[src/sv/stfill_pkg.sv]
// shared types and constants for the stall timeout frame filler
// used by stfill_engine and stall_timeout_frame_filler_core; no dependencies
package stfill_pkg;

	localparam int COUNT_WIDTH_DEF = 32;
	localparam int ID_W            = 32;
	localparam int TIME_W          = 32;

	localparam logic [TIME_W-1:0] TOLERANCE_RST = 32'd10000;
	localparam logic [TIME_W-1:0] PERIOD_RST    = 32'd100;

	localparam int REG_IDX_W = 2;
	typedef enum logic [REG_IDX_W-1:0] {
		REG_TOLERANCE = 2'd0,
		REG_PERIOD    = 2'd1,
		REG_ALLOW     = 2'd2
	} reg_idx_t;

	typedef enum logic {
		OP_FRAME = 1'b0,
		OP_TICK  = 1'b1
	} op_t;

	typedef enum logic [1:0] {
		ACT_PASS = 2'd0,
		ACT_DROP = 2'd1,
		ACT_FILL = 2'd2
	} action_t;

	typedef enum logic [1:0] {
		PH_IDLE  = 2'd0,
		PH_WATCH = 2'd1,
		PH_STALL = 2'd2
	} phase_t;

	typedef struct packed {
		logic [TIME_W-1:0] tolerance;
		logic [TIME_W-1:0] period;
		logic              allow_delay;
	} cfg_t;

	typedef struct packed {
		action_t         action;
		logic [ID_W-1:0] frame_id;
		logic [ID_W-1:0] channel_id;
	} res_t;

endpackage

[src/sv/stfill_engine.sv]
// stall detection state and per-item decision logic
// depends on stfill_pkg
module stfill_engine #(
	parameter int COUNT_WIDTH = stfill_pkg::COUNT_WIDTH_DEF
) (
	input  logic                           clk,
	input  logic                           arst_n,
	input  logic                           item_valid,
	input  stfill_pkg::op_t                opcode,
	input  logic [stfill_pkg::ID_W-1:0]    frame_id,
	input  logic [stfill_pkg::ID_W-1:0]    channel_id,
	input  stfill_pkg::cfg_t               cfg,
	output logic                           res_valid,
	output stfill_pkg::res_t               res
);
	import stfill_pkg::*;

	localparam logic [COUNT_WIDTH-1:0] OWED_MAX = {COUNT_WIDTH{1'b1}};
	localparam logic [TIME_W-1:0]      TIME_MAX = {TIME_W{1'b1}};

	phase_t                 phase_q, phase_d;
	logic [TIME_W-1:0]      elapsed_q, elapsed_d;
	logic [ID_W-1:0]        last_frame_q, last_frame_d;
	logic [ID_W-1:0]        last_channel_q, last_channel_d;
	logic [COUNT_WIDTH-1:0] owed_q, owed_d;

	logic [TIME_W-1:0] elapsed_inc;
	logic [TIME_W-1:0] period_eff;
	logic              drop;
	logic              fill;

	// saturating tick count while stalled, zero period behaves as one
	assign elapsed_inc = (elapsed_q == TIME_MAX) ? elapsed_q : elapsed_q + 1'b1;
	assign period_eff  = (cfg.period == '0) ? TIME_W'(1) : cfg.period;
	assign drop        = !cfg.allow_delay && (owed_q != '0);
	assign fill        = (phase_q == PH_STALL) && (elapsed_inc >= period_eff);

	// next state
	always_comb begin
		phase_d        = phase_q;
		elapsed_d      = elapsed_q;
		last_frame_d   = last_frame_q;
		last_channel_d = last_channel_q;
		owed_d         = owed_q;
		if (item_valid) begin
			if (opcode == OP_FRAME) begin
				phase_d        = PH_WATCH;
				elapsed_d      = '0;
				last_frame_d   = frame_id;
				last_channel_d = channel_id;
				if (drop) begin
					owed_d = owed_q - 1'b1;
				end
			end else begin
				unique case (phase_q)
					PH_IDLE: begin
					end
					PH_WATCH: begin
						if (elapsed_q >= cfg.tolerance) begin
							phase_d   = PH_STALL;
							elapsed_d = '0;
						end else begin
							elapsed_d = elapsed_q + 1'b1;
						end
					end
					PH_STALL: begin
						if (fill) begin
							elapsed_d    = '0;
							last_frame_d = last_frame_q + 1'b1;
							if (owed_q != OWED_MAX) begin
								owed_d = owed_q + 1'b1;
							end
						end else begin
							elapsed_d = elapsed_inc;
						end
					end
					default: begin
						phase_d = PH_IDLE;
					end
				endcase
			end
		end
	end

	// result of the current item
	always_comb begin
		res_valid      = 1'b0;
		res.action     = ACT_PASS;
		res.frame_id   = frame_id;
		res.channel_id = channel_id;
		if (item_valid) begin
			if (opcode == OP_FRAME) begin
				res_valid  = 1'b1;
				res.action = drop ? ACT_DROP : ACT_PASS;
			end else if (fill) begin
				res_valid      = 1'b1;
				res.action     = ACT_FILL;
				res.frame_id   = last_frame_q + 1'b1;
				res.channel_id = last_channel_q;
			end
		end
	end

	always_ff @(posedge clk or negedge arst_n) begin
		if (!arst_n) begin
			phase_q        <= PH_IDLE;
			elapsed_q      <= '0;
			last_frame_q   <= '0;
			last_channel_q <= '0;
			owed_q         <= '0;
		end else begin
			phase_q        <= phase_d;
			elapsed_q      <= elapsed_d;
			last_frame_q   <= last_frame_d;
			last_channel_q <= last_channel_d;
			owed_q         <= owed_d;
		end
	end

	a_fill_only_stalled: assert property (@(posedge clk) disable iff (!arst_n)
		(res_valid && res.action == ACT_FILL) |-> (phase_q == PH_STALL && opcode == OP_TICK))
		else $error("filler issued outside a stall");

	a_drop_needs_owed: assert property (@(posedge clk) disable iff (!arst_n)
		(item_valid && opcode == OP_FRAME && drop) |=> (owed_q == $past(owed_q) - 1'b1))
		else $error("owed count not paid back on drop");

	a_frame_resets_timer: assert property (@(posedge clk) disable iff (!arst_n)
		(item_valid && opcode == OP_FRAME) |=> (phase_q == PH_WATCH && elapsed_q == '0))
		else $error("frame arrival did not restart the timer");

endmodule

[src/sv/stall_timeout_frame_filler_core.sv]
// top level of the stall timeout frame filler: stream ports, register file, output skid
// depends on stfill_pkg and stfill_engine
//
// each result is registered in the output register, or first parked in the skid entry while the output is held
// throughput: one input transfer per cycle; input stalls only when both output slots are full
// the decision for each item is made in a single pass of stfill_engine at the input transfer
// reset: arst_n clears phase to idle, timer, ids and owed count to zero, registers to defaults
// output register plus one skid entry keep input flowing while a result waits
module stall_timeout_frame_filler_core #(
	parameter int COUNT_WIDTH = stfill_pkg::COUNT_WIDTH_DEF
) (
	input  logic        clk,
	input  logic        arst_n,
	// input stream
	input  logic        s_tvalid,
	output logic        s_tready,
	input  logic [63:0] s_tdata,   // [31:0] frame_id, [63:32] channel_id
	input  logic        s_tuser,   // [0] opcode
	// result stream
	output logic        m_tvalid,
	input  logic        m_tready,
	output logic [63:0] m_tdata,   // [31:0] out_frame_id, [63:32] out_channel_id
	output logic [1:0]  m_tuser,   // [1:0] action
	// register port
	input  logic        psel,
	input  logic        penable,
	input  logic        pwrite,
	input  logic [3:0]  paddr,
	input  logic [31:0] pwdata,
	output logic [31:0] prdata,
	output logic        pready
);
	import stfill_pkg::*;

	// register file
	cfg_t     cfg_q;
	reg_idx_t reg_idx;
	logic     cfg_wr;

	assign pready  = 1'b1;
	assign reg_idx = reg_idx_t'(paddr[3:2]);
	assign cfg_wr  = psel && penable && pwrite && pready;

	always_ff @(posedge clk or negedge arst_n) begin
		if (!arst_n) begin
			cfg_q.tolerance   <= TOLERANCE_RST;
			cfg_q.period      <= PERIOD_RST;
			cfg_q.allow_delay <= 1'b0;
		end else if (cfg_wr) begin
			unique case (reg_idx)
				REG_TOLERANCE: cfg_q.tolerance   <= pwdata;
				REG_PERIOD:    cfg_q.period      <= pwdata;
				REG_ALLOW:     cfg_q.allow_delay <= pwdata[0];
				default: begin
					// unmapped address, write ignored
				end
			endcase
		end
	end

	always_comb begin
		unique case (reg_idx)
			REG_TOLERANCE: prdata = cfg_q.tolerance;
			REG_PERIOD:    prdata = cfg_q.period;
			REG_ALLOW:     prdata = {31'd0, cfg_q.allow_delay};
			default:       prdata = '0;
		endcase
	end

	// decision logic, runs on every input transfer
	logic in_xfer;
	logic res_valid;
	res_t res;

	assign in_xfer = s_tvalid && s_tready;

	stfill_engine #(
		.COUNT_WIDTH (COUNT_WIDTH)
	) u_engine (
		.clk        (clk),
		.arst_n     (arst_n),
		.item_valid (in_xfer),
		.opcode     (op_t'(s_tuser)),
		.frame_id   (s_tdata[31:0]),
		.channel_id (s_tdata[63:32]),
		.cfg        (cfg_q),
		.res_valid  (res_valid),
		.res        (res)
	);

	// output register and skid entry
	logic out_valid_q, out_valid_d;
	logic skid_valid_q, skid_valid_d;
	res_t out_q, out_d;
	res_t skid_q, skid_d;
	logic out_xfer;

	assign out_xfer = out_valid_q && m_tready;
	// the skid entry only fills when the output register is stuck, so one free slot suffices
	assign s_tready = !skid_valid_q;

	always_comb begin
		out_valid_d  = out_valid_q;
		skid_valid_d = skid_valid_q;
		out_d        = out_q;
		skid_d       = skid_q;
		if (!out_valid_q || out_xfer) begin
			// output slot free this cycle: older skid result goes first
			if (skid_valid_q) begin
				out_d        = skid_q;
				out_valid_d  = 1'b1;
				skid_valid_d = 1'b0;
			end else if (res_valid) begin
				out_d       = res;
				out_valid_d = 1'b1;
			end else begin
				out_valid_d = 1'b0;
			end
		end else if (res_valid) begin
			// output held by downstream, park the new result
			skid_d       = res;
			skid_valid_d = 1'b1;
		end
	end

	always_ff @(posedge clk or negedge arst_n) begin
		if (!arst_n) begin
			out_valid_q  <= 1'b0;
			skid_valid_q <= 1'b0;
		end else begin
			out_valid_q  <= out_valid_d;
			skid_valid_q <= skid_valid_d;
		end
	end

	// payload registers need no reset
	always_ff @(posedge clk) begin
		out_q  <= out_d;
		skid_q <= skid_d;
	end

	assign m_tvalid = out_valid_q;
	assign m_tdata  = {out_q.channel_id, out_q.frame_id};
	assign m_tuser  = out_q.action;

	a_skid_behind_out: assert property (@(posedge clk) disable iff (!arst_n)
		skid_valid_q |-> out_valid_q)
		else $error("skid entry holds a result while output register is empty");

	a_park_on_stall: assert property (@(posedge clk) disable iff (!arst_n)
		(out_valid_q && !m_tready && res_valid) |=> skid_valid_q)
		else $error("result lost while output stalled");

	a_skid_drains: assert property (@(posedge clk) disable iff (!arst_n)
		(skid_valid_q && m_tready) |=> (out_valid_q && out_q == $past(skid_q)))
		else $error("skid result not moved to output register");

	a_action_legal: assert property (@(posedge clk) disable iff (!arst_n)
		m_tvalid |-> (m_tuser == ACT_PASS || m_tuser == ACT_DROP || m_tuser == ACT_FILL))
		else $error("illegal action code on output");

endmodule

[config.mk]
export PLATFORM = sky130hd
export DESIGN_NAME = stall_timeout_frame_filler_core
export DESIGN_NICKNAME = d
export VERILOG_FILES = /design/src/sv/stfill_pkg.sv /design/src/sv/stfill_engine.sv /design/src/sv/stall_timeout_frame_filler_core.sv
export SDC_FILE = /design/constraint.sdc
export NUM_CORES = 1
export LEC_CHECK = 0
export ABC_AREA = 1
export BUFFER_PORTS_ARGS = -buffer_cell sky130_fd_sc_hd__buf_2
export CORE_MARGIN = 1.5
export CORE_UTILIZATION = 45
export DETAILED_ROUTE_END_ITERATION = 10
export HOLD_SLACK_MARGIN = 0.1
export PLACE_DENSITY_LB_ADDON = 0.08
export REMOVE_ABC_BUFFERS = 1
export SYNTH_ARGS = -nofsm -noshare
export SYNTH_HDL_FRONTEND = slang
export SYNTH_SLANG_ARGS = --single-unit
[constraint.sdc]
create_clock -name clk -period 10.83 [get_ports clk]
set_input_delay 1.083 -clock clk [delete_from_list [all_inputs] [get_ports clk]]
set_output_delay 1.083 -clock clk [all_outputs]
set_load 0.01 [all_outputs]
==> summary.txt <==
Yosys
  • EDFF count, synth: 132
  • Commonest cells post-synth: nand2_1, inv_1, nor2_1
  • Post-synth top area share: 0.230
  • Cell count after synthesis: 2,753
  • Sequential share of the synthesized area: 0.432
  • YS warnings: 0
  • Post-synthesis async set-or-reset flop share: 0.599
  • Post-Syn Area: 20,600 um^2
  • Main synth FF type: dfrtp_1
  • Leading area contributor after synthesis: dfrtp_1
  • Synthesized area per cell: approximately 7.5 um^2
  • Cell variety after synth: 44
  • Seq cells post-synth: 329
  • Most common cell in the netlist: nand2_1
  • Synth top area cells: dfrtp_1, edfxtp_1, nand2_1, inv_1, ha_1

Drt
  • Routed Antenna Nets: 0
  • Detailed-route via count: between 15k and 20k
  • Drt first pass iters: 5
  • Routed vias/inst: 5.23
  • DRC: 0
  • Initial DRC count: 1,308
  • WL/cell: about 17 um
  • Final WL: roughly 60,000 um

STA
  • Period minus WS final: 6.38 ns
  • Final Setup Violations: 0
  • Actual slew at the worst max-slew pin: 1.27 ns
  • Unrepaired setup endpoints after global routing: no
  • Tcrit/Tclk final: 0.589
  • Hold Violations, Final: 0
  • Worst Clk Skew: between 0.03 and 0.04 ns
  • FMAX: 0.157 GHz
  • Setup_tns: 0 ns
  • Setup slack after layout: around 4.5 ns
  • Max-slew violations: 0
  • Worst rel slew slack: 0.154

GRT
  • Remaining Overflow, GRT: 0
  • First-pass GRT wire length: 95,700 um
  • Largest net degree at the start of global routing: 73
  • Overall Global Routing Usage: 0.254
  • Antenna violations before repair: 3
  • Vias in the first global route: 18.2k

Worst setup path
  • CP max-delay cell: nand2_1
  • CP endpoint kind: flop
  • Worst EP required: approximately 11 ns
  • Crit path kind: flop to flop
  • Reg-to-reg setup timing slack: 4.45 ns
  • Max stage delay on crit path: about 1.1 ns
  • Crit-path cells: ha_1 -> nand3_1 -> inv_2 -> nand2_2 -> nor2_4 -> nand3_2 -> or2_0 -> nand2_1 -> inv_2 -> ha_1 -> nand2_1 -> nor2_1 -> nand2_1 -> nor2_1 -> nor2_1 -> nand2_1 -> nand2_1 -> nand2_4 -> buf_4 -> nand4_4 -> nand2_1 -> nand2_1 -> nand2_1
  • Reg2reg path depth: 23
  • Critical Path Source Type: flop
  • CP Max Fanout: 70
  • CP arrival: slightly below 7 ns
  • Most used cell along the critical path: nand2_1

Clock network
  • Cts hold-fix bufs: 0
  • Cts repair resizes: 0
  • Max H-tree Level: 2
  • Setup Fix Bufs, Post-CTS: 0
  • CTS tree: yes
  • Clk pin slew, worst setup/hold paths: around 0.06 ns
  • Cts bufs inserted: 39
  • Worst skew pair latency: a little under 0.6 ns
  • CTS Root Cell: clkbuf_16
  • # clock sinks: about 330
  • Clock buffer depth: 3

Cells and area
  • Final Cell Area: between 20,000 and 25,000 um^2
  • Share of layout cells above drive strength 1: 0.110
  • Fill cell total of the finished layout: 4,517
  • P&R area growth vs syn: 13.6%
  • Final net count: a little over 3k

Power and ir drop
  • P per Cell Area: between 200 and 250 nW/um^2
  • VDD IR max: between 0.00015 and 0.0002 V
  • P_leak: ~12 nW
  • Final Power: between 5 and 6 mW

Place
  • GP Congestion: between 0.9 and 1
  • Hpwl dp: between 40,000 and 50,000 um
  • I/O Buffers: between 200 and 250
  • Pre-CTS WS: 4.48 ns
  • DP Area: 22,000 um^2

Die
  • Core Rows: 78
  • # IOs: about 210
  • Die Ht: roughly 220 um
  • Full die area: approximately 47,000 um^2
  • Core Area: roughly 45,000 um^2
  • Chip Width: approximately 220 um
  • Starting Density: 0.455

Job
  • Max Cap Violations: 0

Run status
  • Status: completed

Min path
  • Hold crit path type: input port to asynchronous set/reset pin
layout by cell type (no fill, tap or decap), types with 5 or more instances in the layout:
master / instances
nand2_1: 901
edfxtp_1: 132
o21ai_1: 18
inv_1: 329
buf_2: 204
clkbuf_16: 40
o22ai_1: 31
inv_2: 12
nor3_1: 29
buf_4: 16
nand3_1: 158
dfrtp_1: 188
nand3b_1: 5
nor2_2: 5
o21a_1: 5
xnor2_1: 22
a21o_1: 8
xor2_1: 40
ha_1: 96
o21ai_0: 181
clkbuf_8: 7
dfstp_2: 8
clkbuf_1: 12
nor2_1: 202
o21bai_1: 11
and2_1: 59
bufinv_16: 5
nor4_1: 19
a21oi_1: 57
nand4_1: 96
report_power, final:
part / switching [mW] / internal (mW) / total (mW)
combinational: 1.59 / 0.771 / 2.36
sequential: 0.291 / 1.64 / 1.94
clock: 0.561 / 0.848 / 1.41
metrics by stage:
stage               hold WS [ns]  utilization  instances
detailed placement         0.475        0.486       3465
finish                     0.487        0.516       3540
global route               0.500        0.516       3539
CTS                        0.488        0.516       3537
global placement           0.467        0.486       3465
floorplan                  0.453            -       2644
sequential cells by signal (all words and copies together) (netlist names):
signal                   count
skid_q                      66
cfg_q                       65
m_tdata                     64
u_engine.elapsed_q          32
u_engine.last_channel_q     32
u_engine.last_frame_q       32
u_engine.owed_q             32
m_tuser                      2
u_engine.phase_q             2
m_tvalid                     1
skid_valid_q                 1
layer usage:
layer  wire [um]  up-vias  GRT usage
met3        2990       98     0.0309
met1       27300     8732      0.348
li1            -     9259          -
met2       26900      406      0.414
met5           9        -          0
met4        1680        2     0.0926
worst max-delay path: cells and delay by family, from the launching register on:
family / cells / cell delay, ns
fa+ha+maj: 2 / 0.62
simple gates: 18 / 4.31
flops: 1 / 0.45
buf+inv: 3 / 0.85
final timing paths:
check,start,end
min in group clk,cfg_q[49],cfg_q[49]
max reg2reg,u_engine.elapsed_q[0],u_engine.owed_q[19]
max in group asynchronous,arst_n,cfg_q[16]
max,u_engine.elapsed_q[0],u_engine.owed_q[19]
min reg2reg,cfg_q[49],cfg_q[49]
min,arst_n,u_engine.last_frame_q[28]
cell type report:
cell class                      instances  area [um^2]  share of cell area
Antenna cell                            3         7.51            0.000321
Clock buffer                           58         1130              0.0483
Clock inverter                         14          241              0.0103
Inverter                              341         1280              0.0547
Multi-Input combinational cell       1974         9920               0.424
Sequential cell                       329         8900               0.381
Tap cell                              600          751              0.0321
Timing Repair Buffer                  221         1150              0.0494
logic make-up (layout without fill, tap and decap cells):
group | Yosys count | after routing | synth area share
AO/OA/AOI/OAI | 322 | 322 | 0.0840
XOR/XNOR | 62 | 62 | 0.0264
adder cells (fa/ha/maj) | 97 | 97 | 0.0593
buffers and inverters | 450 | 634 | 0.0874
flip-flops | 329 | 329 | 0.432
other | 1 | 4 | 0.000182
AND/OR/NAND/NOR | 1492 | 1492 | 0.310
(Power assumes the default switching activity.)
